**src/sv/fdm_pkg.sv**
```systemverilog
// fdm_pkg: shared types and codes for the drop-through-match fifo
// no dependencies; used by the interfaces, the cell chain and the controller

package fdm_pkg;

  localparam int unsigned DATA_W = 32;

  // action codes of an input transaction
  localparam logic [1:0] ACT_PUSH   = 2'd0;
  localparam logic [1:0] ACT_LIST   = 2'd1;
  localparam logic [1:0] ACT_REMOVE = 2'd2;

  // status codes of a result transaction
  localparam logic [1:0] ST_OK        = 2'd0;
  localparam logic [1:0] ST_NOT_FOUND = 2'd1;
  localparam logic [1:0] ST_FULL      = 2'd2;
  localparam logic [1:0] ST_EMPTY     = 2'd3;

  typedef logic signed [DATA_W-1:0] data_t;

  // per-cycle command broadcast to every cell of the chain
  typedef struct packed {
    logic push;  // write push data into the cell at the tail
    logic rot;   // rotate the occupied cells by one toward the front
  } cell_ctl_t;

endpackage

```
**src/sv/fdm_if.sv**
```systemverilog
// fdm_req_if / fdm_rsp_if: valid-ready channels of the drop-through-match fifo
// depends on fdm_pkg

interface fdm_req_if;
  logic            valid;
  logic            ready;
  logic [1:0]      action;
  fdm_pkg::data_t  value;

  modport source (output valid, action, value, input ready);
  modport sink   (input valid, action, value, output ready);
endinterface

interface fdm_rsp_if;
  logic            valid;
  logic            ready;
  fdm_pkg::data_t  item_value;
  logic [1:0]      status;
  logic            last;

  modport source (output valid, item_value, status, last, input ready);
  modport sink   (input valid, item_value, status, last, output ready);
endinterface

```
**src/sv/fdm_cell.sv**
```systemverilog
// fdm_cell: one storage cell of the queue chain, holds one entry
// depends on fdm_pkg

module fdm_cell #(
  parameter int unsigned CW  = 5,
  parameter int unsigned IDX = 0
) (
  input  logic               clk_i,
  input  fdm_pkg::cell_ctl_t ctl_i,
  input  logic [CW-1:0]      count_i,
  input  fdm_pkg::data_t     push_data_i,
  input  fdm_pkg::data_t     next_data_i,
  input  fdm_pkg::data_t     front_data_i,
  output fdm_pkg::data_t     data_o
);
  import fdm_pkg::*;

  data_t data_q, data_d;
  logic  is_tail_slot;
  logic  is_last_used;

  assign is_tail_slot = (count_i == CW'(IDX));
  assign is_last_used = (count_i == CW'(IDX + 1));

  always_comb begin
    data_d = data_q;
    if (ctl_i.push && is_tail_slot) begin
      data_d = push_data_i;
    end else if (ctl_i.rot) begin
      // last occupied cell takes the front entry, the rest take their neighbor
      data_d = is_last_used ? front_data_i : next_data_i;
    end
  end

  always_ff @(posedge clk_i) begin
    data_q <= data_d;
  end

  assign data_o = data_q;

endmodule

```
**src/sv/fdm_ctrl.sv**
```systemverilog
// fdm_ctrl: sequencer, fill count and result register of the fifo
// depends on fdm_pkg and the fdm_req_if / fdm_rsp_if interfaces

module fdm_ctrl #(
  parameter int unsigned DEPTH = 16,
  parameter int unsigned CW    = 5
) (
  input  logic                clk_i,
  input  logic                rst_ni,
  fdm_req_if.sink             req_i,
  fdm_rsp_if.source           rsp_o,
  input  fdm_pkg::data_t      front_data_i,
  output fdm_pkg::cell_ctl_t  ctl_o,
  output logic [CW-1:0]       count_o
);
  import fdm_pkg::*;

  typedef enum logic [2:0] {
    S_IDLE = 3'b001,
    S_LIST = 3'b010,
    S_SRCH = 3'b100
  } state_e;

  state_e        state_q, state_d;
  logic [CW-1:0] count_q, count_d;
  logic [CW-1:0] step_q, step_d;
  data_t         key_q, key_d;
  logic          out_valid_q, out_valid_d;
  data_t         item_q, item_d;
  logic [1:0]    status_q, status_d;
  logic          last_q, last_d;
  logic          slot_free;
  logic          accept;
  logic          at_end;

  assign slot_free   = !out_valid_q || rsp_o.ready;
  assign req_i.ready = (state_q == S_IDLE) && slot_free;
  assign accept      = req_i.valid && req_i.ready;
  assign at_end      = (step_q == CW'(count_q - 1'b1));

  always_comb begin
    state_d     = state_q;
    count_d     = count_q;
    step_d      = step_q;
    key_d       = key_q;
    out_valid_d = out_valid_q && !rsp_o.ready;
    item_d      = item_q;
    status_d    = status_q;
    last_d      = last_q;
    ctl_o       = '0;

    case (state_q)
      S_IDLE: begin
        if (accept) begin
          case (req_i.action)
            ACT_PUSH: begin
              out_valid_d = 1'b1;
              item_d      = '0;
              last_d      = 1'b1;
              if (count_q == CW'(DEPTH)) begin
                status_d = ST_FULL;
              end else begin
                status_d   = ST_OK;
                ctl_o.push = 1'b1;
                count_d    = count_q + 1'b1;
              end
            end
            ACT_LIST: begin
              if (count_q == '0) begin
                out_valid_d = 1'b1;
                item_d      = '0;
                status_d    = ST_EMPTY;
                last_d      = 1'b1;
              end else begin
                step_d  = '0;
                state_d = S_LIST;
              end
            end
            ACT_REMOVE: begin
              if (count_q == '0) begin
                out_valid_d = 1'b1;
                item_d      = '0;
                status_d    = ST_NOT_FOUND;
                last_d      = 1'b1;
              end else begin
                key_d   = req_i.value;
                step_d  = '0;
                state_d = S_SRCH;
              end
            end
            default: begin
            end
          endcase
        end
      end
      S_LIST: begin
        if (slot_free) begin
          out_valid_d = 1'b1;
          item_d      = front_data_i;
          status_d    = ST_OK;
          last_d      = at_end;
          ctl_o.rot   = 1'b1;
          step_d      = step_q + 1'b1;
          if (at_end) begin
            state_d = S_IDLE;
          end
        end
      end
      S_SRCH: begin
        if (slot_free) begin
          ctl_o.rot = 1'b1;
          if (front_data_i == key_q) begin
            // popped entries sit past the new count, so they fall away
            count_d     = CW'(count_q - step_q - 1'b1);
            out_valid_d = 1'b1;
            item_d      = '0;
            status_d    = ST_OK;
            last_d      = 1'b1;
            state_d     = S_IDLE;
          end else if (at_end) begin
            // full turn of the ring, order is back as it was
            out_valid_d = 1'b1;
            item_d      = '0;
            status_d    = ST_NOT_FOUND;
            last_d      = 1'b1;
            state_d     = S_IDLE;
          end else begin
            step_d = step_q + 1'b1;
          end
        end
      end
      default: begin
        state_d = S_IDLE;
      end
    endcase
  end

  always_ff @(posedge clk_i or negedge rst_ni) begin
    if (!rst_ni) begin
      state_q     <= S_IDLE;
      count_q     <= '0;
      step_q      <= '0;
      out_valid_q <= 1'b0;
    end else begin
      state_q     <= state_d;
      count_q     <= count_d;
      step_q      <= step_d;
      out_valid_q <= out_valid_d;
    end
  end

  always_ff @(posedge clk_i) begin
    key_q    <= key_d;
    item_q   <= item_d;
    status_q <= status_d;
    last_q   <= last_d;
  end

  assign rsp_o.valid      = out_valid_q;
  assign rsp_o.item_value = item_q;
  assign rsp_o.status     = status_q;
  assign rsp_o.last       = last_q;
  assign count_o          = count_q;

  a_count_bound: assert property (@(posedge clk_i) disable iff (!rst_ni)
    count_q <= CW'(DEPTH))
    else $error("fill count above depth");

  a_busy_nonempty: assert property (@(posedge clk_i) disable iff (!rst_ni)
    state_q != S_IDLE |-> count_q != '0)
    else $error("walk started on an empty queue");

  a_step_bound: assert property (@(posedge clk_i) disable iff (!rst_ni)
    state_q != S_IDLE |-> step_q < count_q)
    else $error("walk step past the occupied cells");

  a_push_grows: assert property (@(posedge clk_i) disable iff (!rst_ni)
    accept && req_i.action == ACT_PUSH && count_q != CW'(DEPTH)
      |=> count_q == $past(count_q) + 1'b1)
    else $error("push did not grow the queue");

  a_list_keeps: assert property (@(posedge clk_i) disable iff (!rst_ni)
    state_q == S_LIST |=> count_q == $past(count_q))
    else $error("list changed the fill count");

endmodule

```
**src/sv/fifo_with_drop_through_match.sv**
```systemverilog
// fifo_with_drop_through_match: bounded fifo of signed 32-bit values
// depends on fdm_pkg, fdm_if, fdm_cell and fdm_ctrl
//
//   channel | dir | fields                         | transaction per
//   req_i   | in  | action, value                  | command
//   rsp_o   | out | item_value, status, last       | result line
//
// push is answered straight from idle with a single result line; list gives one
// result line per held entry; remove examines entries from the front up to the
// first match (at most the fill count); the walk is done by the cell chain,
// which rotates one entry past the front comparator per cycle while the result
// register is free
// reset clears the fill count and the sequencer; cell contents are undefined
// until pushed and are never read before that
// a stalled result holds the walk in place; a new command is taken only when
// the sequencer is idle and the result register is free or being drained

module fifo_with_drop_through_match #(
  parameter int unsigned DEPTH = 16
) (
  input  logic       clk_i,
  input  logic       rst_ni,
  fdm_req_if.sink    req_i,
  fdm_rsp_if.source  rsp_o
);
  import fdm_pkg::*;

  // fill count needs to reach depth itself
  localparam int unsigned CW = $clog2(DEPTH + 1);

  cell_ctl_t     cell_ctl;
  logic [CW-1:0] count;
  data_t         cell_data [DEPTH];

  // sequencer: decodes commands, walks the chain, owns the result register
  fdm_ctrl #(
    .DEPTH (DEPTH),
    .CW    (CW)
  ) u_ctrl (
    .clk_i        (clk_i),
    .rst_ni       (rst_ni),
    .req_i        (req_i),
    .rsp_o        (rsp_o),
    .front_data_i (cell_data[0]),
    .ctl_o        (cell_ctl),
    .count_o      (count)
  );

  // chain of cells, cell 0 is the front of the queue
  for (genvar g = 0; g < DEPTH; g++) begin : g_cell
    data_t next_data;

    // the tail cell only ever wraps, so it sees the front as its neighbor
    if (g == DEPTH - 1) begin : g_tail
      assign next_data = cell_data[0];
    end else begin : g_mid
      assign next_data = cell_data[g+1];
    end

    fdm_cell #(
      .CW  (CW),
      .IDX (g)
    ) u_cell (
      .clk_i        (clk_i),
      .ctl_i        (cell_ctl),
      .count_i      (count),
      .push_data_i  (req_i.value),
      .next_data_i  (next_data),
      .front_data_i (cell_data[0]),
      .data_o       (cell_data[g])
    );
  end

endmodule

```
**src/flat_wrapper.sv**
```systemverilog
// flat-port wrapper written by rule: the top's interface ports become plain ports
module fifo_with_drop_through_match_flat import fdm_pkg::*;
#(
  parameter int unsigned DEPTH = 16
)
  (clk_i, rst_ni, req_i_valid, req_i_action, req_i_value, req_i_ready, rsp_o_valid, rsp_o_item_value, rsp_o_status, rsp_o_last, rsp_o_ready);
  fdm_req_if req_i_i ();
  fdm_rsp_if rsp_o_i ();
  input  logic clk_i;
  input  logic rst_ni;
  input wire logic [$bits(req_i_i.valid)-1:0] req_i_valid;
  input wire logic [$bits(req_i_i.action)-1:0] req_i_action;
  input wire logic [$bits(req_i_i.value)-1:0] req_i_value;
  output wire logic [$bits(req_i_i.ready)-1:0] req_i_ready;
  output wire logic [$bits(rsp_o_i.valid)-1:0] rsp_o_valid;
  output wire logic [$bits(rsp_o_i.item_value)-1:0] rsp_o_item_value;
  output wire logic [$bits(rsp_o_i.status)-1:0] rsp_o_status;
  output wire logic [$bits(rsp_o_i.last)-1:0] rsp_o_last;
  input wire logic [$bits(rsp_o_i.ready)-1:0] rsp_o_ready;
  assign req_i_i.valid = req_i_valid;
  assign req_i_i.action = req_i_action;
  assign req_i_i.value = req_i_value;
  assign req_i_ready = req_i_i.ready;
  assign rsp_o_valid = rsp_o_i.valid;
  assign rsp_o_item_value = rsp_o_i.item_value;
  assign rsp_o_status = rsp_o_i.status;
  assign rsp_o_last = rsp_o_i.last;
  assign rsp_o_i.ready = rsp_o_ready;
  fifo_with_drop_through_match #(.DEPTH(DEPTH)) u_core (.clk_i(clk_i), .rst_ni(rst_ni), .req_i(req_i_i), .rsp_o(rsp_o_i));
endmodule
```
**config.mk**
```make
export PLATFORM = sky130hd
export DESIGN_NAME = fifo_with_drop_through_match_flat
export DESIGN_NICKNAME = d
export VERILOG_FILES = /design/src/sv/fdm_pkg.sv /design/src/sv/fdm_if.sv /design/src/sv/fdm_cell.sv /design/src/sv/fdm_ctrl.sv /design/src/sv/fifo_with_drop_through_match.sv /design/src/flat_wrapper.sv
export SDC_FILE = /design/constraint.sdc
export NUM_CORES = 1
export LEC_CHECK = 0
export ABC_AREA = 1
export ABC_CLOCK_PERIOD_IN_PS = 6300
export BUFFER_PORTS_ARGS = -buffer_cell sky130_fd_sc_hd__buf_2
export CAP_MARGIN = 20
export CORE_MARGIN = 3
export CORE_UTILIZATION = 61
export CTS_CLUSTER_DIAMETER = 200
export CTS_CLUSTER_SIZE = 24
export DETAILED_ROUTE_END_ITERATION = 6
export GPL_TIMING_DRIVEN = 0
export PLACE_DENSITY = 0.78
export SLEW_MARGIN = 20
export SYNTH_ARGS = -nofsm -noshare
export SYNTH_HDL_FRONTEND = slang
export SYNTH_SLANG_ARGS = --single-unit
```
**constraint.sdc**
```tcl
create_clock -name clk_i -period 6.3 [get_ports clk_i]
set_input_delay 0.63 -clock clk_i [delete_from_list [all_inputs] [get_ports clk_i]]
set_output_delay 0.63 -clock clk_i [all_outputs]
set_load 0.01 [all_outputs]
```
Word-level counts from Yosys, hierarchy flattened:

Cells that the tools add are included.

* word-level logic and storage cells: 234
* bits in registers: 593
* output and inout bits: 37
* input port bits: 38

* bitwise gates (word level): 1
* add/sub/neg operators: 5
* reduce and logical (&&, ||, !) cells: 51
* eq/ne operators: 43
* multiplexer cells: 110

Operators with widths (number)
* $mux W32: 53
* $pmux W32 S3: 1
* $pmux W32 S2: 1
* $mux W5: 12
* $eq A5 B4 Y1 const B: 8
* $reduce_bool A2 Y1: 17
* $eq A32 B32 Y1: 1
* $mux W3: 7
* $eq A5 B3 Y1 const B: 4
* $logic_and A1 B1 Y1: 19
* $mux W1: 18
* $ne A2 B2 Y1 const B: 9
* $ne A3 B3 Y1 const B: 6
* $mux W2: 8
* $reduce_and A8 Y1: 2
* $pmux W5 S3: 1
* $pmux W2 S3: 2
* $reduce_and A6 Y1: 2
* $add A5 B1 Y5 const B: 2
* $eq A5 B2 Y1 const B: 2
* $pmux W5 S2: 1
* $sub A5 B1 Y5 const B: 2
* $pmux W3 S3: 1
* $reduce_and A7 Y1: 1
* 25 further kinds: 30

Depth between registers and ports, before layout:

Gate-level depths: netlist of the first run.

* word-level depth: 9
* mapped depth: 13
* mapped depth without buffers: 13

By module:

Synthesis of the first run repeated with hierarchy kept, for this count alone.

* cells, all modules: 5014
* area total of the unflattened synthesis: 39066.2 um^2

Modules (own cells, without submodules)
* fdm_cell (u_core.g_cell[4].u_cell ...): instances 2, cells an instance 288, area each 2149.6 um^2, seq. area each 960.9 um^2
* fdm_cell (u_core.g_cell[10].u_cell ...): instances 2, cells an instance 287, area each 2090.8 um^2, seq. area each 960.9 um^2
* fdm_cell (u_core.g_cell[5].u_cell ...): instances 2, cells an instance 286, area each 2088.3 um^2, seq. area each 960.9 um^2
* fdm_ctrl: instances 1, cells an instance 422, area each 4086.4 um^2, seq. area each 2363.5 um^2
* fdm_cell (u_core.g_cell[0].u_cell): instances 1, cells an instance 287, area each 2474.9 um^2, seq. area each 960.9 um^2
* fdm_cell (u_core.g_cell[15].u_cell): instances 1, cells an instance 290, area each 2463.6 um^2, seq. area each 960.9 um^2
* fdm_cell (u_core.g_cell[11].u_cell): instances 1, cells an instance 291, area each 2434.8 um^2, seq. area each 960.9 um^2
* fdm_cell (u_core.g_cell[7].u_cell): instances 1, cells an instance 291, area each 2311.0 um^2, seq. area each 960.9 um^2
* fdm_cell (u_core.g_cell[3].u_cell): instances 1, cells an instance 290, area each 2230.9 um^2, seq. area each 960.9 um^2
* fdm_cell (u_core.g_cell[1].u_cell): instances 1, cells an instance 286, area each 2173.3 um^2, seq. area each 960.9 um^2
* fdm_cell (u_core.g_cell[2].u_cell): instances 1, cells an instance 287, area each 2093.3 um^2, seq. area each 960.9 um^2
* fdm_cell (u_core.g_cell[14].u_cell): instances 1, cells an instance 283, area each 2058.2 um^2, seq. area each 960.9 um^2
* fdm_cell (u_core.g_cell[12].u_cell): instances 1, cells an instance 283, area each 2047.0 um^2, seq. area each 960.9 um^2
* fdm_cell (u_core.g_cell[13].u_cell): instances 1, cells an instance 282, area each 2035.7 um^2, seq. area each 960.9 um^2

Least setup slack after synthesis of the first run:

Ideal clock, no wire load.

* path type: register to register
* start point: register u_core.u_ctrl.state_q[2]
* end point: register u_core.g_cell[0].u_cell.data_q[0], enable pin
* library setup time: 0.466 ns
* arrival: 3.366 ns
* clock period less this slack: 3.832 ns
* slack: 2.468 ns
* stages on the path, launching flop included: 6
* path buffers: 0
* cells stage by stage: dfrtp_1 > nor3_2 > nor2_1 > inv_1 > nand2_1 > o21ai_0

* longest elaborated chain between the ends: 8
* elaborated cells on any way between the ends: 13

Ends and longest elaborated chain
* start, declared: line fdm_ctrl.sv:24 `state_e state_q, state_d;`
* start signal, assigned: line fdm_ctrl.sv:145 `state_q <= state_d;`
* $eq A3 B1 Y1: line fdm_ctrl.sv:37, fdm_ctrl.sv:52
* $logic_and A1 B1 Y1: line fdm_ctrl.sv:37 `assign req_i.ready = (state_q == S_IDLE) && slot_free;`
* $logic_and A1 B1 Y1: line fdm_ctrl.sv:38 `assign accept = req_i.valid && req_i.ready;`
* $mux W1: line fdm_ctrl.sv:54 `if (accept) begin`
* $mux W1: line fdm_ctrl.sv:52 `case (state_q)`
* $logic_and A1 B1 Y1: line fdm_cell.sv:27 `if (ctl_i.push && is_tail_slot) begin`
* $ne A2 B1 Y1 (no line) / $reduce_bool A2 Y1 (equally long branches)
* $reduce_and A2 Y1 (no line) *
* end signal, assigned: line fdm_cell.sv:36 `data_q <= data_d;`
* end, declared: line fdm_cell.sv:18 `data_t data_q, data_d;`

Mark *: on every way between the ends. The rest lies on a longest branch, timed or not.
A chain may end at the register's enable or synchronous reset.

Worst setup path in the final report of the first run:

* start point: register u_core.u_ctrl.state_q[0]
* end point: register u_core.g_cell[12].u_cell.data_q[8], enable pin

* longest elaborated chain between the ends: 7
* elaborated cells on any way between the ends: 11

Ends and longest elaborated chain (line)
* $eq A3 B1 Y1: fdm_ctrl.sv:37, fdm_ctrl.sv:52
* $logic_and A1 B1 Y1: fdm_ctrl.sv:37
* $logic_and A1 B1 Y1: fdm_ctrl.sv:38
* $mux W1: fdm_ctrl.sv:54
* $mux W1: fdm_ctrl.sv:52
* $logic_and A1 B1 Y1: fdm_cell.sv:27
* $reduce_bool A2 Y1 (no line) *
* end signal, assigned: fdm_cell.sv:36
* end, declared: fdm_cell.sv:18

Marks and branches as above.

==> impl_metrics.ini, run 1 <==
[yosys]
synth-seq-cells = 593
netlist_area_mm2 = 0.0305
ys_warn_count = 0
synth_cell_types = 37
avgSynthCellArea_um2 = 11.0
synth_nets = 2828
synth_cells = 2775
ys_seq_area_frac = 0.582

[min_path]
hold_end = u_core.u_ctrl.key_q[17]
min_from = req_i_value[17]
hp-class = primary input to register
hold_depth = 1

[routing]
drc_errors = 0
dr.pass1.iters = 7
via_count = 23300
finalWirelength_mm = 84.1
drt-initial-drc-count = 2723
post_drt_wl_per_cell_um = 23.6
antenna_left = 0
vias_per_cell = 6.52

[die]
start_util = 0.620
die_h_um = 230
die_w_um = 230
io-pin-count = 75
dieArea_mm2 = 0.0527
coreArea_mm2 = 0.0492
rows = 81

[worst_setup_path]
r2r_slack_ns = 2.78
worstReg2RegStart = u_core.u_ctrl.state_q[0]
critPathRequiredTime_ns = 6.46
arrival_ns = 3.67
cp-start-kind = register
path_class = register to register
worst_setup_path_end_kind = register
crit_fanout = 32
r2r_cells = 6
r2r-end = u_core.g_cell[12].u_cell.data_o[8]

[clock_tree]
cts_buffer_depth = 3
cts_tree = yes
numCtsBuffers = 28
clk_latency_ns = 0.62
clk_pin_slew_ns = 0.10
root_buffer = clkbuf_16
clock_sink_count = 593
post_cts_buffers = 0
htreeDepth = 1

[job]
drv_cap = 0

[timing]
drv_slew = 0
setup_viol = 0
fin_worst_skew_ns = 0.0168
fin_ws_ns = 2.78
slew_headroom = 0.398
period_share = 0.558
setup_tns_ns = 0
final-hold-violation-count = 0
timing.final.crit_period_ns = 3.52
rsz0062_at_grt = no
hold_slack_ns = 0.201
clock.fmax_ghz = 0.284
tightest_slew_ns = 0.903

[place]
gp_congestion = 0.957
dpl_cell_area_mm2 = 0.0318
io_buffers = 74
dp_worst_setup_slack_ns = 2.77
post-place-cells = 3518
hpwl_mm = 62.8

[cells_and_area]
drive_above_1_share = 0.183
synthToLayoutAreaGrowth_pct = 7.06
antenna_cells = 0
fin_util = 0.664
multi_input_area_mm2 = 0.0108
stdcell_count = 3571
fin_nets = 2938
fin_area_mm2 = 0.0326
regArea_mm2 = 0.0177
n_fill_cell = 3705

[global_routing]
overflow = 0
grt_max_degree = 34
grt_pass1_vias = 23200
antenna_found_initial = 1
grt_usage = 0.310
grt_pass1_wl_mm = 129

[outcome]
status = finished clean

[power]
ir_drop_mv = 0.287
leakage_nw = 11.0
fin_total_pwr_mw = 9.97
powerDensity_mw_per_mm2 = 305
[cell families after synthesis]
kind of cell,Yosys count,synth area share
compound gates,985,0.238
simple gates,751,0.0963
flops,593,0.582
buf+inv,395,0.0668
xor+xnor,34,0.00976
fa+ha+maj,15,0.00640
mux,2,0.000656
[flip-flops by register name, indices dropped and copies added, names as in the netlist]
name and cells:
u_core.g_cell.u_cell.data_o 512, u_core.u_ctrl.key_q 32, u_core.u_ctrl.rsp_o.item_value 32, u_core.u_ctrl.count_o 5
u_core.u_ctrl.step_q 5, u_core.u_ctrl.state_q 3, u_core.u_ctrl.rsp_o.status 2, u_core.u_ctrl.rsp_o.last 1
u_core.u_ctrl.rsp_o.valid 1
[critical path, cell delays in order, from the launching register on]
cell and delay (ns):
dfstp_2 0.57, nor3_2 0.08, nor2_1 0.32, inv_1 0.16, nand2_1 0.46, clkbuf_1 0.71
nand2_2 0.72
[cell usage after synthesis, drive strengths merged]
cell type,count,share of area
ha,14,0.0057
o21ai,526,0.086
mux2i,2,0.00066
nand3b,2,0.00049
edfxtp,579,0.57
dfstp,1,0.00086
xnor2,28,0.0080
nand3,16,0.0028
and2,1,0.00021
xor2,6,0.0017
inv,112,0.014
nand4,2,0.00041
or2,3,0.00062
fa,1,0.00066
o211ai,449,0.15
nand2,640,0.080
nor2,80,0.010
clkbuf,131,0.016
buf,152,0.037
nor3,5,0.0011
a21oi,9,0.0015
nor3b,2,0.00086
dfrtp,13,0.011
a211oi,1,0.00025
[report_power, final]
group | switching (mW) | internal, mW
logic | 1.78 | 0.868
registers | 0.174 | 5.02
clock network | 1.25 | 0.877
total | 3.20 | 6.76
[how the worst max path moves through the flow]
stage	startpoint	slack, ns	depth (start not counted)	end
2_1_floorplan	u_core.u_ctrl.state_q[2]	2.47	5	u_core.g_cell[0].u_cell.data_o[0]
3_5_place_dp	rsp_o_ready	2.77	6	u_core.g_cell[12].u_cell.data_o[8]
6_report	u_core.u_ctrl.state_q[0]	2.78	6	u_core.g_cell[12].u_cell.data_o[8]
5_1_grt	u_core.u_ctrl.state_q[0]	2.59	6	u_core.g_cell[12].u_cell.data_o[30]
3_3_place_gp	u_core.u_ctrl.state_q[2]	0.55	5	u_core.g_cell[0].u_cell.data_o[9]
4_1_cts	u_core.u_ctrl.state_q[0]	2.77	6	u_core.g_cell[12].u_cell.data_o[8]
[cells in the final DEF, fill, tap and decap left out, types with 2 or more instances in the layout]
master	Yosys	final
nand4_1	2	2
o211ai_2	243	243
nand2_1	630	615
clkbuf_16	0	29
nor3_1	3	2
clkbuf_2	4	4
o211ai_1	206	206
mux2i_1	2	2
nor3_2	2	3
inv_1	111	110
buf_4	1	4
buf_1	15	15
dfrtp_1	13	13
a21oi_1	9	9
nand2_2	10	25
buf_2	76	150
o21ai_0	216	215
nand3_1	15	15
xor2_1	6	6
buf_6	60	60
inv_2	1	2
or2_2	3	3
nand3b_1	2	2
nor2_1	78	78
ha_1	14	14
clkbuf_1	127	149
o21ai_1	310	310
edfxtp_1	579	579
xnor2_1	28	28
[per-layer routing]
layer / up-vias / wire length (um) / track usage / part of all wire
li1: 10300 / - / - / -
met1: 11400 / 32000 / 0.403 / 0.38
met2: 1243 / 41600 / 0.529 / 0.49
met3: 262 / 6980 / 0.0450 / 0.083
met4: 0 / 3520 / 0.123 / 0.042
met5: - / 0 / 0 / 0
[what timing repair did]
action,4_1_cts,5_1_grt
endpoints found under the setup margin,0,0
gates resized for setup,0,0
endpoints found under the hold margin,13,0
hold buffers,1,0
[area by class of cell]
class                           count  share of cell area
Timing Repair Buffer               80              0.0138
Clock buffer                       51              0.0248
Inverter                          112              0.0129
Multi-Input combinational cell   1787               0.330
Buffer                            283              0.0495
Sequential cell                   593               0.543
Tap cell                          664              0.0254
Clock inverter                      1            0.000268
(Power assumes the default switching activity.)
==> inputs of run 2 (changes only) <==
- ABC_AREA: 1 -> 0
- ABC_CLOCK_PERIOD_IN_PS: 6300 -> 3000
- CORE_UTILIZATION: 61 -> 57
- PLACE_DENSITY: 0.78 -> 0.77
- clock period: 6.3 -> 3 ns (I/O delays scaled with it)
==> impl_metrics.ini, run 2 <==
[outcome]
status = complete, but fails checks
violations = negative setup slack

[worst_setup_path]
slowest_stage = clkbuf_1
path_cells = buf_4, buf_6, nor3_2, clkbuf_1, mux2i_1, a21oi_1
crit_cells = 6
r2r_slack_ns = -0.02
r2r-end = u_core.g_cell[2].u_cell.data_o[27]
worstReg2RegStart = u_core.u_ctrl.count_o[3]
critPathTopFamily = buffers and inverters
crit_fanout = 10
cp-start-kind = register
worst_setup_path_end_kind = register
crit_buf_inv = 3
critPathRequiredTime_ns = 3.34
r2r_cells = 6
arrival_ns = 3.36
path_class = register to register
max_stage_delay_ns = 0.79

[cells_and_area]
n_fill_cell = 3923
stdcell_count = 3403
final_common_cell = edfxtp_1
fin_util = 0.643
layout_common_cells = edfxtp_1 (579), nor2_1 (455), a21oi_1 (430)
largest_reg_flops = 512
synthToLayoutAreaGrowth_pct = 11.2
drive_above_1_share = 0.134
fin_nets = 2766
antenna_cells = 0
fin_area_mm2 = 0.0331

[global_routing]
grt_pass1_vias = 21600
overflow = 0
antenna_found_initial = 1
grt_pass1_wl_mm = 137
grt_max_degree = 33
grt_usage = 0.336

[routing]
post_drt_wl_per_cell_um = 27.7
drc_errors = 0
finalWirelength_mm = 94.2
vias_per_cell = 6.55
via_count = 22300
antenna_left = 0
drt-initial-drc-count = 3446
dr.pass1.iters = 6

[clock_tree]
clk_latency_ns = 0.61
numCtsBuffers = 28
htreeDepth = 1
cts_buffer_depth = 3
clk_pin_slew_ns = 0.11
root_buffer = clkbuf_16
cts_tree = yes
clock_sink_count = 593

[yosys]
synth_top_area_share = 0.584
async_flop_share = 0.0236
ys_warn_count = 0
synth_area_leaders = edfxtp_1 (58%), mux2i_1 (14%), a21oi_1 (7.3%), nor2_1 (5.8%), clkbuf_1 (1.9%)
avgSynthCellArea_um2 = 11.6
ys_seq_area_frac = 0.596
synth_most_common_cell = edfxtp_1
synth_top_flop_cell = edfxtp_1
yosysTopAreaCell = edfxtp_1
netlist_area_mm2 = 0.0298
synth_commonest_cells = edfxtp_1 (579), nor2_1 (457), a21oi_1 (432)
synth_cells = 2567
synth_edf_count = 579
synth_cell_types = 55
synth-seq-cells = 593
synth_nets = 2620

[place]
gp_congestion = 0.922
io_buffers = 74
hpwl_mm = 61.2
post-place-cells = 3327
dp_worst_setup_slack_ns = -1.03
dpl_cell_area_mm2 = 0.0312

[min_path]
hp-class = primary input to register
hold_depth = 1
hold_end = u_core.u_ctrl.key_q[6]
min_from = req_i_value[6]

[timing]
period_share = 1.01
setup_viol = 2
timing.final.crit_period_ns = 3.02
slew_headroom = 0.306
clock.fmax_ghz = 0.331
drv_slew = 0
fin_ws_ns = -0.0211
tightest_slew_ns = 1.04
setup_tns_ns = -0.0299
fin_worst_skew_ns = 0.0176
final-hold-violation-count = 0

[die]
coreArea_mm2 = 0.0515
rows = 83
die_w_um = 235
die_h_um = 235
start_util = 0.578
dieArea_mm2 = 0.0550
io-pin-count = 75

[power]
leakage_nw = 11.4
powerDensity_mw_per_mm2 = 702
ir_drop_mv = 0.562

[job]
drv_cap = 0
run 2: worst max-delay path by stage:
stage                                             startpoint                             endpoint
after floorplan                     u_core.u_ctrl.count_o[0]   u_core.g_cell[15].u_cell.data_o[0]
after global placement    u_core.g_cell[0].u_cell.data_o[29]   u_core.u_ctrl.rsp_o.item_value[18]
after detailed placement            u_core.u_ctrl.count_o[0]   u_core.g_cell[12].u_cell.data_o[6]
after CTS                           u_core.u_ctrl.count_o[0]  u_core.g_cell[15].u_cell.data_o[22]
after global routing                u_core.u_ctrl.count_o[1]   u_core.g_cell[2].u_cell.data_o[29]
final                               u_core.u_ctrl.count_o[3]   u_core.g_cell[2].u_cell.data_o[27]
run 2: cell type report:
class	instances	area [um2]	area share
Buffer	250	1420	0.0427
Clock buffer	39	763	0.0230
Clock inverter	1	8.76	0.000264
Inverter	15	56.3	0.00170
Multi-Input combinational cell	1708	11400	0.345
Sequential cell	593	17700	0.536
Tap cell	680	851	0.0257
Timing Repair Buffer	117	862	0.0260
run 2: stage by stage:
stage	hold slack [ns]	total power, mW
2_1_floorplan	0.00441	15.8
3_3_place_gp	0.224	17.7
3_5_place_dp	0.232	18.1
4_1_cts	0.00139	22.8
5_1_grt	0.0151	24.0
6_report	0.0169	23.3
run 2: cell families after synthesis:
logic type	Yosys count	share of synthesized area
adder cells (fa/ha/maj)	15	0.00655
multiplexers	485	0.166
AND/OR/NAND/NOR	661	0.0927
buffers and inverters	279	0.0408
flip-flops	593	0.596
XOR/XNOR	41	0.0121
AO/OA/AOI/OAI	493	0.0865
run 2: what timing repair did:
item                       in CTS  in global routing
pin swaps                       3                  4
buffers inserted                9                 14
hold endpoints to repair       26                  0
setup endpoints to repair    1019               1057
hold buffers                   13                  0
cloned                         12                  2
resized for setup             149                 51
run 2: layer usage:
metal,GRT usage,vias up,part of all wire
met5,0,-,0
met4,0.155,0,0.050
met3,0.0716,282,0.12
met2,0.529,1709,0.46
met1,0.449,10800,0.37
li1,-,9517,-
run 2: where the power goes:
part	switching (mW)	internal [mW]	total, mW
sequential	0.634	11.6	12.2
combinational	4.37	2.23	6.61
clock	2.64	1.78	4.43
total	7.65	15.6	23.3
